===== src/u2cc_pkg.sv =====
// ----------------------------------------------------------------------------
// u2cc_pkg
// Shared types and decode/mapping functions for the UTF-8 to character
// code decoder.
// ----------------------------------------------------------------------------
`default_nettype none

package u2cc_pkg;

    localparam logic [20:0] CP_REPLACEMENT = 21'h00FFFD;
    localparam logic [7:0]  SUBST_RESET    = 8'd63;

    typedef struct packed {
        logic [20:0] code_point;
        logic        malformed;
        logic [2:0]  bytes_used;
    } t_decoded;

    typedef struct packed {
        t_decoded dec;
        logic     end_of_run;
    } t_result;

    // Sequence length from a lead byte, 0 for an invalid lead.
    function automatic logic [2:0] lead_length(input logic [7:0] b);
        logic [2:0] len;
        if (b[7] == 1'b0) begin
            len = 3'd1;
        end else if (b[7:5] == 3'b110) begin
            len = 3'd2;
        end else if (b[7:4] == 4'b1110) begin
            len = 3'd3;
        end else if (b[7:3] == 5'b11110) begin
            len = 3'd4;
        end else begin
            len = 3'd0;
        end
        return len;
    endfunction

    // Decode one sequence starting at b0, with avail bytes present.
    function automatic t_decoded decode_at(input logic [7:0] b0, input logic [7:0] b1,
                                           input logic [7:0] b2, input logic [7:0] b3,
                                           input logic [2:0] avail);
        logic [2:0] len;
        t_decoded   d;
        len          = lead_length(b0);
        d.malformed  = 1'b0;
        d.bytes_used = len;
        case (len)
            3'd1: begin
                d.code_point = {13'b0, b0};
            end
            3'd2: begin
                d.code_point = {10'b0, b0[4:0], b1[5:0]};
            end
            3'd3: begin
                d.code_point = {5'b0, b0[3:0], b1[5:0], b2[5:0]};
            end
            3'd4: begin
                d.code_point = {b0[2:0], b1[5:0], b2[5:0], b3[5:0]};
            end
            default: begin
                d.code_point = CP_REPLACEMENT;
                d.malformed  = 1'b1;
                d.bytes_used = 3'd1;
            end
        endcase
        // truncated sequence: lead alone gives the replacement
        if (len > 3'd1 && avail < len) begin
            d.code_point = CP_REPLACEMENT;
            d.malformed  = 1'b1;
            d.bytes_used = 3'd1;
        end
        return d;
    endfunction

    // Code point to home-computer character code.
    function automatic logic [7:0] map_code(input logic [20:0] cp, input logic [7:0] subst);
        logic [7:0] code;
        code = subst;
        if (cp[20:16] != 5'd0) begin
            code = subst;
        end else if (cp[15:0] <= 16'h005F) begin
            code = cp[7:0];
        end else if (cp[15:0] inside {[16'h0061:16'h007A]}) begin
            code = cp[7:0] - 8'h20;
        end else begin
            case (cp[15:0])
                16'h00A5: code = 8'd92;
                16'h30A2: code = 8'd96;  16'h30A4: code = 8'd97;  16'h30A6: code = 8'd98;
                16'h30A8: code = 8'd99;  16'h30AA: code = 8'd100; 16'h30AB: code = 8'd101;
                16'h30AD: code = 8'd102; 16'h30AF: code = 8'd103; 16'h30B1: code = 8'd104;
                16'h30B3: code = 8'd105; 16'h30B5: code = 8'd106; 16'h30B7: code = 8'd107;
                16'h30B9: code = 8'd108; 16'h30BB: code = 8'd109; 16'h30BD: code = 8'd110;
                16'h30BF: code = 8'd111; 16'h30C1: code = 8'd112; 16'h30C4: code = 8'd113;
                16'h30C6: code = 8'd114; 16'h30C8: code = 8'd115; 16'h30CA: code = 8'd116;
                16'h30CB: code = 8'd117; 16'h30CC: code = 8'd118; 16'h30CD: code = 8'd119;
                16'h30CE: code = 8'd120; 16'h30CF: code = 8'd121; 16'h30D2: code = 8'd122;
                16'h30D5: code = 8'd123; 16'h30D8: code = 8'd124; 16'h30DB: code = 8'd125;
                16'h30DE: code = 8'd126; 16'h30DF: code = 8'd127;
                16'h30E0: code = 8'd128; 16'h30E1: code = 8'd129; 16'h30E2: code = 8'd130;
                16'h30E4: code = 8'd131; 16'h30E6: code = 8'd132; 16'h30E8: code = 8'd133;
                16'h30E9: code = 8'd134; 16'h30EA: code = 8'd135; 16'h30EB: code = 8'd136;
                16'h30EC: code = 8'd137; 16'h30ED: code = 8'd138; 16'h30EF: code = 8'd139;
                16'h30F3: code = 8'd140; 16'h30F2: code = 8'd141;
                16'h30A1: code = 8'd142; 16'h30A3: code = 8'd143; 16'h30A5: code = 8'd144;
                16'h30A7: code = 8'd145; 16'h30A9: code = 8'd146; 16'h30E3: code = 8'd147;
                16'h30E5: code = 8'd148; 16'h30E7: code = 8'd149; 16'h30C3: code = 8'd150;
                16'h30AC: code = 8'd151; 16'h30AE: code = 8'd152; 16'h30B0: code = 8'd153;
                16'h30B2: code = 8'd154; 16'h30B4: code = 8'd155; 16'h30B6: code = 8'd156;
                16'h30B8: code = 8'd157; 16'h30BA: code = 8'd158; 16'h30BC: code = 8'd159;
                16'h30BE: code = 8'd160; 16'h30C0: code = 8'd161; 16'h30C2: code = 8'd162;
                16'h30C5: code = 8'd163; 16'h30C7: code = 8'd164; 16'h30C9: code = 8'd165;
                16'h30D0: code = 8'd166; 16'h30D3: code = 8'd167; 16'h30D6: code = 8'd168;
                16'h30D9: code = 8'd169; 16'h30DC: code = 8'd170; 16'h30D1: code = 8'd171;
                16'h30D4: code = 8'd172; 16'h30D7: code = 8'd173; 16'h30DA: code = 8'd174;
                16'h30DD: code = 8'd175;
                16'h00B0: code = 8'd177; 16'h300C: code = 8'd178; 16'h300D: code = 8'd179;
                16'h00A9: code = 8'd180; 16'h00D7: code = 8'd181; 16'h00F7: code = 8'd182;
                default:  code = subst;
            endcase
        end
        return code;
    endfunction

endpackage

`default_nettype wire


===== src/u2cc_seq.sv =====
// ----------------------------------------------------------------------------
// u2cc_seq
// Input register, held-sequence state and result sequencing. Emits up to
// three decoded results per input byte, one per cycle while the result register is free.
// ----------------------------------------------------------------------------
`default_nettype none

module u2cc_seq (
    input  wire                  i_clk,
    input  wire                  i_rst_n,
    input  wire                  i_in_valid,
    input  wire [7:0]            i_byte_in,
    input  wire                  i_stream_end,
    output logic                 o_in_stall,
    input  wire                  i_out_free,
    output logic                 o_res_valid,
    output u2cc_pkg::t_result    o_res
);

    logic       r_in_valid;
    logic [7:0] r_byte;
    logic       r_end;
    logic [7:0] r_pend [3];
    logic [1:0] r_count;
    logic [1:0] r_idx;

    logic [7:0] s0, s1, s2, s3;
    logic [2:0] avail;
    logic [2:0] lead_len;
    logic [1:0] num_res;
    logic       more1, more2;
    logic       last;
    logic       consume;
    logic       accept;
    logic       hold_seq;
    logic [1:0] n_idx;
    u2cc_pkg::t_decoded d0, d1, d2;

    always_comb begin
        s0 = (r_count == 2'd0) ? r_byte : r_pend[0];
        s1 = (r_count == 2'd1) ? r_byte : ((r_count > 2'd1) ? r_pend[1] : 8'h00);
        s2 = (r_count == 2'd2) ? r_byte : ((r_count == 2'd3) ? r_pend[2] : 8'h00);
        s3 = (r_count == 2'd3) ? r_byte : 8'h00;
        avail    = {1'b0, r_count} + 3'd1;
        lead_len = u2cc_pkg::lead_length(s0);
        d0 = u2cc_pkg::decode_at(s0, s1, s2, s3, avail);
        d1 = u2cc_pkg::decode_at(s1, s2, s3, 8'h00, avail - 3'd1);
        d2 = u2cc_pkg::decode_at(s2, s3, 8'h00, 8'h00, avail - 3'd2);

        // on stream end, leftover bytes after a broken lead decode as fresh leads
        more1 = (d0.bytes_used == 3'd1) && (avail > 3'd1);
        more2 = more1 && (d1.bytes_used == 3'd1) && (avail > 3'd2);
        hold_seq = !r_end && (lead_len > 3'd1) && (avail < lead_len);
        if (r_end) begin
            num_res = 2'd1 + {1'b0, more1} + {1'b0, more2};
        end else begin
            num_res = hold_seq ? 2'd0 : 2'd1;
        end

        last    = (r_idx == num_res - 2'd1);
        consume = r_in_valid && ((num_res == 2'd0) || (i_out_free && last));
        n_idx   = last ? 2'd0 : r_idx + 2'd1;
    end

    assign o_in_stall  = r_in_valid && !consume;
    assign accept      = i_in_valid && !o_in_stall;
    assign o_res_valid = r_in_valid && (num_res != 2'd0);

    always_comb begin
        case (r_idx)
            2'd0:    o_res.dec = d0;
            2'd1:    o_res.dec = d1;
            default: o_res.dec = d2;
        endcase
        o_res.end_of_run = last;
    end

    always_ff @(posedge i_clk) begin
        if (!i_rst_n) begin
            r_in_valid <= 1'b0;
            r_count    <= 2'd0;
            r_idx      <= 2'd0;
        end else begin
            if (accept) begin
                r_in_valid <= 1'b1;
            end else if (consume) begin
                r_in_valid <= 1'b0;
            end
            if (o_res_valid && i_out_free) begin
                r_idx <= n_idx;
            end
            if (consume) begin
                r_count <= hold_seq ? avail[1:0] : 2'd0;
            end
        end
    end

    always_ff @(posedge i_clk) begin
        if (accept) begin
            r_byte <= i_byte_in;
            r_end  <= i_stream_end;
        end
        // hold the byte of an unfinished sequence
        if (consume && hold_seq) begin
            r_pend[r_count] <= r_byte;
        end
    end

endmodule

`default_nettype wire


===== src/u2cc_out.sv =====
// ----------------------------------------------------------------------------
// u2cc_out
// Character mapping and result register.
// ----------------------------------------------------------------------------
`default_nettype none

module u2cc_out (
    input  wire                  i_clk,
    input  wire                  i_rst_n,
    input  wire                  i_res_valid,
    input  wire u2cc_pkg::t_result i_res,
    input  wire [7:0]            i_subst,
    output logic                 o_out_free,
    output logic                 o_out_valid,
    input  wire                  i_out_stall,
    output logic [7:0]           o_char_code,
    output logic [20:0]          o_code_point,
    output logic                 o_malformed,
    output logic [2:0]           o_bytes_used,
    output logic                 o_end_of_run
);

    logic        r_valid;
    logic [7:0]  r_char_code;
    logic [20:0] r_code_point;
    logic        r_malformed;
    logic [2:0]  r_bytes_used;
    logic        r_end_of_run;

    assign o_out_free = !r_valid || !i_out_stall;

    always_ff @(posedge i_clk) begin
        if (!i_rst_n) begin
            r_valid <= 1'b0;
        end else if (o_out_free) begin
            r_valid <= i_res_valid;
        end
    end

    always_ff @(posedge i_clk) begin
        if (o_out_free && i_res_valid) begin
            r_char_code  <= u2cc_pkg::map_code(i_res.dec.code_point, i_subst);
            r_code_point <= i_res.dec.code_point;
            r_malformed  <= i_res.dec.malformed;
            r_bytes_used <= i_res.dec.bytes_used;
            r_end_of_run <= i_res.end_of_run;
        end
    end

    assign o_out_valid  = r_valid;
    assign o_char_code  = r_char_code;
    assign o_code_point = r_code_point;
    assign o_malformed  = r_malformed;
    assign o_bytes_used = r_bytes_used;
    assign o_end_of_run = r_end_of_run;

endmodule

`default_nettype wire


===== src/utf8_to_charset_code_decoder.sv =====
// ----------------------------------------------------------------------------
// utf8_to_charset_code_decoder
// UTF-8 byte stream to code point and 8-bit character code.
// ----------------------------------------------------------------------------
// Bytes enter at one per cycle unless stalled and land in an input register;
// decode and table lookup sit between it and the result register. A byte
// that finishes a sequence gives one result, a byte inside a sequence gives
// none. A final byte (stream_end) that breaks a held sequence gives up to
// three results, one per cycle from the result register unless stalled, and
// the input stalls until the last of them is taken. The result register lets
// a new byte in while a finished result waits to be taken.
// The substitute code register may be written at any time the block is idle.
// ----------------------------------------------------------------------------
`default_nettype none

module utf8_to_charset_code_decoder (
    input  wire         i_clk,
    input  wire         i_rst_n,
    input  wire         i_in_valid,
    output logic        o_in_stall,
    input  wire [7:0]   i_byte_in,
    input  wire         i_stream_end,
    output logic        o_out_valid,
    input  wire         i_out_stall,
    output logic [7:0]  o_char_code,
    output logic [20:0] o_code_point,
    output logic        o_malformed,
    output logic [2:0]  o_bytes_used,
    output logic        o_end_of_run,
    input  wire         i_cfg_valid,
    output logic        o_cfg_ready,
    input  wire [7:0]   i_cfg_data
);

    logic [7:0]        r_subst;
    logic              res_valid;
    logic              out_free;
    u2cc_pkg::t_result res;

    assign o_cfg_ready = 1'b1;

    always_ff @(posedge i_clk) begin
        if (!i_rst_n) begin
            r_subst <= u2cc_pkg::SUBST_RESET;
        end else if (i_cfg_valid && o_cfg_ready) begin
            r_subst <= i_cfg_data;
        end
    end

    u2cc_seq u_seq (
        .i_clk        (i_clk),
        .i_rst_n      (i_rst_n),
        .i_in_valid   (i_in_valid),
        .i_byte_in    (i_byte_in),
        .i_stream_end (i_stream_end),
        .o_in_stall   (o_in_stall),
        .i_out_free   (out_free),
        .o_res_valid  (res_valid),
        .o_res        (res)
    );

    u2cc_out u_out (
        .i_clk        (i_clk),
        .i_rst_n      (i_rst_n),
        .i_res_valid  (res_valid),
        .i_res        (res),
        .i_subst      (r_subst),
        .o_out_free   (out_free),
        .o_out_valid  (o_out_valid),
        .i_out_stall  (i_out_stall),
        .o_char_code  (o_char_code),
        .o_code_point (o_code_point),
        .o_malformed  (o_malformed),
        .o_bytes_used (o_bytes_used),
        .o_end_of_run (o_end_of_run)
    );

endmodule

`default_nettype wire

===== config.mk =====
export PLATFORM = sky130hd
export DESIGN_NAME = utf8_to_charset_code_decoder
export DESIGN_NICKNAME = d
export VERILOG_FILES = /design/src/u2cc_pkg.sv /design/src/u2cc_seq.sv /design/src/u2cc_out.sv /design/src/utf8_to_charset_code_decoder.sv
export SDC_FILE = /design/constraint.sdc
export NUM_CORES = 1
export LEC_CHECK = 0
export BUFFER_PORTS_ARGS = -buffer_cell sky130_fd_sc_hd__buf_2
export CAP_MARGIN = 20
export CORE_UTILIZATION = 45
export CTS_CLUSTER_SIZE = 12
export DETAILED_ROUTE_END_ITERATION = 10
export MAX_ROUTING_LAYER = met4
export SYNTH_ARGS = -nofsm -noshare
export SYNTH_HDL_FRONTEND = slang
export SYNTH_HIERARCHICAL = 1
export SYNTH_SLANG_ARGS = --single-unit

===== constraint.sdc =====
create_clock -name i_clk -period 8.1 [get_ports i_clk]
set_clock_uncertainty 0.1 [all_clocks]
set_input_delay 2.025 -clock i_clk [delete_from_list [all_inputs] [get_ports i_clk]]
set_output_delay 2.025 -clock i_clk [all_outputs]
set_load 0.02 [all_outputs]

==> results of run 1 <==
[sequential cells by signal, summed over array words and instances (netlist names)]
register / count
u_seq/r_byte: 8
u_out/o_bytes_used: 3
u_out/o_malformed: 1
u_seq/r_pend: 24
u_out/o_out_valid: 1
u_seq/r_idx: 2
u_seq/r_in_valid: 1
u_out/o_char_code: 8
u_seq/r_end: 1
u_out/o_code_point: 21
r_subst: 8
u_seq/r_count: 2
u_out/o_end_of_run: 1
[through the flow]
stage	util	instances
CTS	0.511	1066
floorplan	-	814
global placement	0.489	1050
detailed placement	0.489	1050
finish	0.511	1066
global route	0.511	1066
[synth_stat cells, types with 5 or more instances]
cell type  number
nand2_1        73
edfxtp_1       67
nor2_1         56
o21ai_0        53
a21oi_1        45
o22ai_1        37
nand3_1        32
clkbuf_1       27
nor3_1         25
a22oi_1        24
buf_2          18
ha_1           16
dfxtp_1        14
inv_1          14
mux2i_1        14
nand4_1        12
o211ai_1       12
o31ai_1        12
a31oi_1        11
nand3b_1       10
nor2b_1        10
and3_1          9
nor4_1          9
o21a_1          9
and2_1          8
buf_6           8
clkbuf_8        8
nand2b_1        8
or3_1           8
a22o_1          6
o22a_1          6
o32ai_1         6
a2bb2oi_1       5
a311o_1         5
o221ai_1        5
o31a_1          5
[power by group]
part           internal (W)  total [W]  leakage [nW]  switching [W]
clock network      0.000277   0.000452         0.161       0.000175
registers          0.000475   0.000488         0.729      0.0000129
logic              0.000105   0.000337          1.82       0.000232
[layer usage]
layer | global-route usage | wire, µm | vias to the layer above
li1 | - | - | 3278
met1 | 0.462 | 11400 | 3614
met2 | 0.494 | 11300 | 482
met3 | 0.0555 | 2500 | 61
met4 | 0.119 | 817 | 0
met5 | - | 0 | -
[critical path, delay by kind of cell (launching register included)]
kind,cells,cell delay [ns]
compound gates,5,0.90
simple gates,6,1.49
flops,1,0.58
mux,1,0.28
xor+xnor,1,0.21
fa+ha+maj,3,1.02
buf+inv,3,0.56
[logic make-up (layout without fill, tap and decap cells)]
kind of cell | count (synthesis) | count (layout) | share of synthesized area
muxes | 21 | 21 | 0.0332
buffers and inverters | 83 | 124 | 0.0691
other | 1 | 1 | 0.000527
DFF | 81 | 81 | 0.322
AOI/OAI and AO/OA | 305 | 305 | 0.312
adders and majority gates | 16 | 16 | 0.0281
xor gates and xnor gates | 6 | 6 | 0.00739
and+or+nand+nor | 301 | 301 | 0.227
[worst max path at each step]
stage                            end  slack, ns  cells past startpoint
final                     o_in_stall       0.58                     19
after global routing      o_in_stall       0.21                     19
after CTS                 o_in_stall       0.63                     19
after detailed placement  o_in_stall       1.03                     19
after global placement    o_in_stall       1.15                     19
after floorplan           o_in_stall       1.38                     21
[area by class of cell]
class | count | area (µm²) | share of cell area
clock inverter | 4 | 55.1 | 0.00703
clock buffer | 12 | 278 | 0.0355
sequential | 81 | 2290 | 0.293
multi-input combinational | 650 | 4330 | 0.553
inverter | 16 | 60.1 | 0.00767
timing repair buffer | 92 | 548 | 0.0700
tap | 211 | 264 | 0.0337
[cells in the final DEF (no fill, tap or decap), types with 12 or more instances in the layout]
cell type and count:
a21oi_1 45, a22oi_1 24, buf_2 57, buf_4 35, dfxtp_1 14, edfxtp_1 67
ha_1 16, inv_1 14, mux2i_1 14, nand2_1 73, nand3_1 32, nand4_1 12
nor2_1 56, nor3_1 25, o211ai_1 12, o21ai_0 52, o22ai_1 37, o31ai_1 12
==> out/metrics.cfg, run 1 <==
[setup_path]
cp.required_ns = 5.98
rr_startpoint = u_seq/r_count[0]$_SDFFE_PN0P_
worstSetupStartpointType = register
crit_slowest_cell = dfxtp_1
cp-end-kind = output pin
crit_fanout = 26
regToRegSetupSlack_ns = 1.08
cp_cell_sequence = inv_1, ha_1, nor4bb_1, o22ai_2, buf_4, and2_1, ha_1, nand3_1, o211ai_1, a311o_1, nand2_1, nor2_1, or4_1, ha_1, xnor2_1, mux2i_1, a22oi_2, a21boi_0, buf_2
crit_top_cell = ha_1
rr_worst_depth = 20
max_stage_delay_ns = 0.58
worstReg2RegEnd = u_out/o_char_code[0]$_DFFE_PP_
cp.arrival_ns = 5.39
crit_type = reg2out
crit_path_start = u_seq/r_count[1]$_SDFFE_PN0P_

[sta]
clock.fmax_mhz = 133
setup_ws_ns = 0.584
hold_viol_final = 0
fin_crit_sh = 0.928
finalSetupTns_ns = 0
worstMarginPinSlew_ns = 1.04
final_max_slew_viol_count = 0
finalCriticalPeriod_ns = 7.52
slew_headroom = 0.309
rsz0062_at_grt = false
setup_violations = 0
hold_slack_ns = 0.413

[yosys]
synthFlopType = edfxtp_1
seq_area_frac_synth = 0.322
syn_area_um2 = 7110
synth_area_leaders = edfxtp_1 (28%), dfxtp_1 (3.9%), nand2_1 (3.9%)
synth_seq_cells = 81
synth_edf_count = 67
syn_nets = 852
async_flop_share = 0
synth_area_per_cell_um2 = 8.74
ys_warn_count = 6
yosysTopAreaCellShare = 0.283
synthCells = 814
synth_top_area_cell = edfxtp_1
synth.distinct_cells = 103

[cells_and_area]
final.fill_count = 1461
final_nets = 888
n_antenna_cell = 0
syn_to_final_growth_pct = 10.0
stdcell_area_um2 = 7830
drive_above_1_share = 0.174

[detailed_routing]
drt_first_pass_iters = 6
drt_iter0_markers = 1078
routed_wl_um = 26000
vias_per_cell = 6.97
wl_per_cell_um = 24.4
route.detailed.drc = 0
vias = 7435
antenna_left = 0

[clocking]
cts-root-buf = clkbuf_16
cts_tree = built
clockBufferDepth = 2
post_cts_resize_count = 0
ctsHoldBuffers = 0
clk_pin_slew_ns = 0.06
cts_inserted_buffers = 9
clk_latency_ns = 0.35
cts_setup_buffers = 0
cts_sinks = 81
h-tree-depth = 3

[worst_hold_path]
hold_path_depth = 2
hp-class = reg2reg
min_to = r_subst[0]$_SDFFE_PN1P_
min_from = r_subst[0]$_SDFFE_PN1P_

[floorplan]
boundaryPins = 59
start_util = 0.464
chipHeight_um = 128
die_area_um2 = 16300
fp-row-count = 45
die_width_um = 128
core_region_area_um2 = 15300

[placement]
dp_hpwl_um = 19000
dpl-instance-area_um2 = 7490
port_buffers = 57
gp_congestion = 1.01
preCtsSetupSlack_ns = 1.03

[global_routing]
antenna_found_initial = 0
grt_max_degree = 39
grt_use_total = 0.334
grt_overflow = 0
grt_pass1_wl_um = 40300
grt_pass1_vias = 6792

[power_and_ir_drop]
p_leak_nw = 2.71
powerDensity_nw_per_um2 = 163
p_total_w = 0.00128
max-vdd-ir-drop_mv = 0.158

[run_status]
status = finished clean

[flow_run]
cap_viol_max_count = 0

Note: power is estimated with default switching activity, not from simulation.
==> run 2, diff against run 1 <==
RECOVER_POWER = 25   (was default)
==> run 2 against run 1 <==
Combinational power hardly changed; final cell count unchanged; core utilization fell by 0.15 points; via count grew 0.51%; register-to-register slack hardly changed; non-clock buffer count unchanged; wire length rose by 0.21%; first-iteration DRC count stayed put; largest power group unchanged.
==> out/metrics.cfg, run 2 (synthesized netlist as in run 1, its figures left out) <==
[sta]
clock.fmax_mhz = 133
setup_ws_ns = 0.563
hold_slack_ns = 0.413
fin_crit_sh = 0.930
rsz0062_at_grt = false
final_max_slew_viol_count = 0
finalSetupTns_ns = 0
finalCriticalPeriod_ns = 7.54
setup_violations = 0
hold_viol_final = 0
worstMarginPinSlew_ns = 1.07
slew_headroom = 0.289

[setup_path]
crit_slowest_cell = dfxtp_1
cp_cell_sequence = inv_1, ha_1, nor4bb_1, o22ai_2, buf_4, and2_1, ha_1, nand3_1, o211ai_1, a311o_1, nand2_1, nor2_1, or4_1, ha_1, xnor2_1, mux2i_1, a22oi_2, a21boi_0, buf_2
regToRegSetupSlack_ns = 1.08
cp.arrival_ns = 5.41
worstSetupStartpointType = register
crit_type = reg2out
max_stage_delay_ns = 0.58
cp-end-kind = output pin
crit_path_start = u_seq/r_count[1]$_SDFFE_PN0P_
rr_worst_depth = 20
crit_fanout = 26
cp.required_ns = 5.98
worstReg2RegEnd = u_out/o_char_code[0]$_DFFE_PP_
rr_startpoint = u_seq/r_count[0]$_SDFFE_PN0P_
crit_top_cell = ha_1

[placement]
preCtsSetupSlack_ns = 1.03
placedCellCount = 1050
dp_hpwl_um = 19000
gp_congestion = 1.01
port_buffers = 57

[floorplan]
start_util = 0.464
die_area_um2 = 16300
chipHeight_um = 128
core_region_area_um2 = 15300
fp-row-count = 45
boundaryPins = 59
die_width_um = 128

[worst_hold_path]
min_to = r_subst[0]$_SDFFE_PN1P_
hold_path_depth = 2
min_from = r_subst[0]$_SDFFE_PN1P_
hp-class = reg2reg

[clocking]
clk_latency_ns = 0.35
cts_setup_buffers = 0
cts-root-buf = clkbuf_16
ctsHoldBuffers = 0
h-tree-depth = 3
cts_inserted_buffers = 9
post_cts_resize_count = 0
clk_pin_slew_ns = 0.07
cts_sinks = 81
clockBufferDepth = 2
cts_tree = built

[detailed_routing]
antenna_left = 0
drt_iter0_markers = 1078
vias = 7473
vias_per_cell = 7.01
routed_wl_um = 26100
drt_first_pass_iters = 6
route.detailed.drc = 0
wl_per_cell_um = 24.4

[power_and_ir_drop]
powerDensity_nw_per_um2 = 163
max-vdd-ir-drop_mv = 0.158
p_leak_nw = 2.68

[flow_run]
cap_viol_max_count = 0

[cells_and_area]
n_antenna_cell = 0
final.fill_count = 1468
final_nets = 888
mostFrequentLayoutCells = nand2_1 (73), edfxtp_1 (67), nor2_1 (56)
largest_reg_flops = 24
drive_above_1_share = 0.163
syn_to_final_growth_pct = 9.73
layout_commonest_cell = nand2_1
instances_no_fill = 1066
largest-register = u_seq/r_pend

[global_routing]
grt_use_total = 0.334
grt_pass1_vias = 6792
antenna_found_initial = 0
grt_overflow = 0
grt_max_degree = 39
grt_pass1_wl_um = 40300

[run_status]
status = finished clean

## run 2: cell count changes in the layout (fill, tap and decap cells not counted)
cell,previous run,this run
buf_2,57,51
clkbuf_1,0,10
buf_4,35,31
## run 2: how the worst max path moves through the flow
| stage | to | slack (ns) |
|---|---|---|
| final | o_in_stall | 0.56 |
| after global placement | o_in_stall | 1.15 |
| after global routing | o_in_stall | 0.21 |
| after floorplan | o_in_stall | 1.38 |
| after CTS | o_in_stall | 0.63 |
| after detailed placement | o_in_stall | 1.03 |
## run 2: final cells by class
type                       instances  area [µm²]  area share
inverter                          16        60.1     0.00770
clock buffer                      12         278      0.0356
multi-input combinational        650        4330       0.555
sequential                        81        2290       0.294
clock inverter                     4        55.1     0.00705
timing repair buffer              92         526      0.0673
tap                              211         264      0.0338
## run 2: critical path, delay by kind of cell, from the launching register on
kind | cells | cell delay [ns]
AO/OA/AOI/OAI | 5 | 0.89
XOR/XNOR | 1 | 0.21
adder cells (fa/ha/maj) | 3 | 1.02
buffers and inverters | 3 | 0.56
flip-flops | 1 | 0.58
multiplexers | 1 | 0.29
AND/OR/NAND/NOR | 6 | 1.50
## run 2: metrics by stage
stage | area (µm²) | utilization | total power (W)
floorplan | 7110 | - | 0.000736
global placement | 7490 | 0.489 | 0.000821
detailed placement | 7490 | 0.489 | 0.000822
CTS | 7830 | 0.511 | 0.00127
global route | 7800 | 0.510 | 0.00132
finish | 7800 | 0.510 | 0.00127
## run 2: layer usage
metal | GRT usage | wire length, µm
met4 | 0.119 | 814
met1 | 0.462 | 11300
met3 | 0.0555 | 2680
met2 | 0.494 | 11200
met5 | - | 0
## run 2: power breakdown
part           total (W)  internal (W)  switching (W)
Clock           0.000451      0.000277       0.000174
Combinational   0.000335      0.000103       0.000232
Sequential      0.000488      0.000475      0.0000129
==> run 3, diff against run 2 <==
CORE_ASPECT_RATIO = 0.75   (was default)
==> run 3 against run 2 <==
Count of clock-buffer cells in the layout fell by 2; non-clock buffer count fell by 11; sequential share of layout area rose by 0.48 points; global-route usage rose by 0.25 points; sequential power rose by 2%; total power fell by 5.6%; worst setup slack got worse by 0.12 ns; clock power fell by 15%; register-to-register slack got worse by 0.17 ns; final cell count fell by 1.5%; die area barely moved; maximum frequency fell by 1.5%; critical endpoint unchanged.
==> out/metrics.cfg, run 3 (synthesized netlist as in run 1, its figures left out) <==
[run_status]
status = finished clean

[clocking]
clk_pin_slew_ns = 0.06
h-tree-depth = 3
clk_latency_ns = 0.34
cts_tree = built
ctsHoldBuffers = 0
cts_inserted_buffers = 9
cts_sinks = 81
cts-root-buf = clkbuf_16
post_cts_resize_count = 0
cts_setup_buffers = 0
clockBufferDepth = 2

[detailed_routing]
drt_iter0_markers = 1117
routed_wl_um = 26700
route.detailed.drc = 0
wl_per_cell_um = 25.5
antenna_left = 0
drt_first_pass_iters = 6
vias_per_cell = 6.99
vias = 7344

[setup_path]
cp_cell_sequence = inv_1, ha_1, nor4bb_1, o22ai_2, buf_4, and2_1, ha_1, nand3_1, o211ai_1, a311o_1, nand2_1, nor2_1, or4_1, ha_1, xnor2_1, mux2i_1, a22oi_2, a21boi_0, buf_2
crit_top_cell = ha_1
rr_worst_depth = 21
cp.required_ns = 5.98
crit_slowest_cell = dfxtp_1
crit_fanout = 26
cp-end-kind = output pin
max_stage_delay_ns = 0.61
worstSetupStartpointType = register
cp.arrival_ns = 5.53
regToRegSetupSlack_ns = 0.91
crit_type = reg2out

[cells_and_area]
largest-register = u_seq/r_pend
final_util = 0.501
multi_input_area_um2 = 4330
stdcell_area_um2 = 7680
largest_reg_flops = 24
mostFrequentLayoutCells = nand2_1 (73), edfxtp_1 (67), nor2_1 (56)
final_nets = 877
final-seq-area_um2 = 2290
final.fill_count = 1507
syn_to_final_growth_pct = 7.97
layout_commonest_cell = nand2_1
drive_above_1_share = 0.155

[sta]
setup_ws_ns = 0.445
rsz0062_at_grt = false
final_max_slew_viol_count = 0
fin_crit_sh = 0.945
finalSetupTns_ns = 0
clock.fmax_mhz = 131
finalCriticalPeriod_ns = 7.65
hold_viol_final = 0
slew_headroom = 0.220
worstMarginPinSlew_ns = 1.16
setup_violations = 0

[power_and_ir_drop]
p_sw_w = 0.000418
powerDensity_nw_per_um2 = 157
power_frac_comb = 0.268
p_seq_frac = 0.415
p_clk_frac = 0.318
switching_share = 0.348
p_int_w = 0.000784
max-vdd-ir-drop_mv = 0.135
p_leak_nw = 2.61

[floorplan]
die_width_um = 147
core_region_area_um2 = 15300
chipHeight_um = 111
boundaryPins = 59
die_area_um2 = 16300
fp-row-count = 39
start_util = 0.464

[placement]
dp_hpwl_um = 19700
gp_congestion = 1.03
dpl-instance-area_um2 = 7400
preCtsSetupSlack_ns = 0.975
port_buffers = 57

[global_routing]
antenna_found_initial = 1
grt_pass1_wl_um = 40400
grt_max_degree = 39
grt_use_total = 0.337
grt_pass1_vias = 6585
grt_overflow = 0

[flow_run]
cap_viol_max_count = 0

[worst_hold_path]
hold_path_depth = 2
hp-class = reg2reg

[run 3: cell types whose count changed in the layout (fill, tap and decap cells not counted), sizes merged]
cell,delta
clkbuf,-6
clkinvlp,+2
clkinv,+1
bufinv,-1
diode,+1
buf,-7
[run 3: final cells by class]
| type | instances | area share |
|---|---|---|
| clock inverter | 6 | 0.00668 |
| sequential | 81 | 0.299 |
| clock buffer | 10 | 0.0298 |
| inverter | 16 | 0.00782 |
| antenna | 1 | 0.000326 |
| multi-input combinational | 650 | 0.564 |
| timing repair buffer | 81 | 0.0596 |
| tap | 205 | 0.0334 |
[run 3: final timing paths]
| check | from | end |
|---|---|---|
| worst max-delay path | u_seq/r_count[1]$_SDFFE_PN0P_ | o_in_stall |
| worst min-delay path | r_subst[0]$_SDFFE_PN1P_ | r_subst[0]$_SDFFE_PN1P_ |
| worst max register to register | u_seq/r_count[1]$_SDFFE_PN0P_ | u_out/o_char_code[1]$_DFFE_PP_ |
| worst min register to register | r_subst[0]$_SDFFE_PN1P_ | r_subst[0]$_SDFFE_PN1P_ |
[run 3: metrics by stage]
step,power (W),std cells,hold WS [ns]
3_5_place_dp,0.000816,1033,0.377
3_3_place_gp,0.000816,1033,0.369
4_1_cts,0.00120,1049,0.396
5_1_grt,0.00125,1050,0.416
2_1_floorplan,0.000736,814,0.340
6_report,0.00120,1050,0.396
[run 3: power groups by stage]
stage	Combinational (W)	Clock [W]	Sequential (W)
final	0.000322	0.000382	0.000498
after global routing	0.000343	0.000411	0.000500
after CTS	0.000311	0.000391	0.000497
after detailed placement	0.000309	0	0.000506
after global placement	0.000310	0	0.000506
after floorplan	0.000230	0	0.000506
[run 3: worst max-delay path: cells and delay by family (launching register included)]
family / cells / cell delay [ns]
DFF: 1 / 0.61
AOI/OAI and AO/OA: 5 / 0.88
buffers and inverters: 3 / 0.54
muxes: 1 / 0.30
and+or+nand+nor: 6 / 1.59
adders and majority gates: 3 / 1.05
xor gates and xnor gates: 1 / 0.19
[run 3: layer usage]
metal / routed length [µm] / track usage / vias to the layer above / part of all wire
met3: 3500 / 0.117 / 45 / 0.13
met4: 412 / 0.0632 / 0 / 0.015
met1: 12600 / 0.508 / 3542 / 0.47
met2: 10200 / 0.424 / 510 / 0.38
li1: - / - / 3247 / -
met5: 0 / - / - / 0
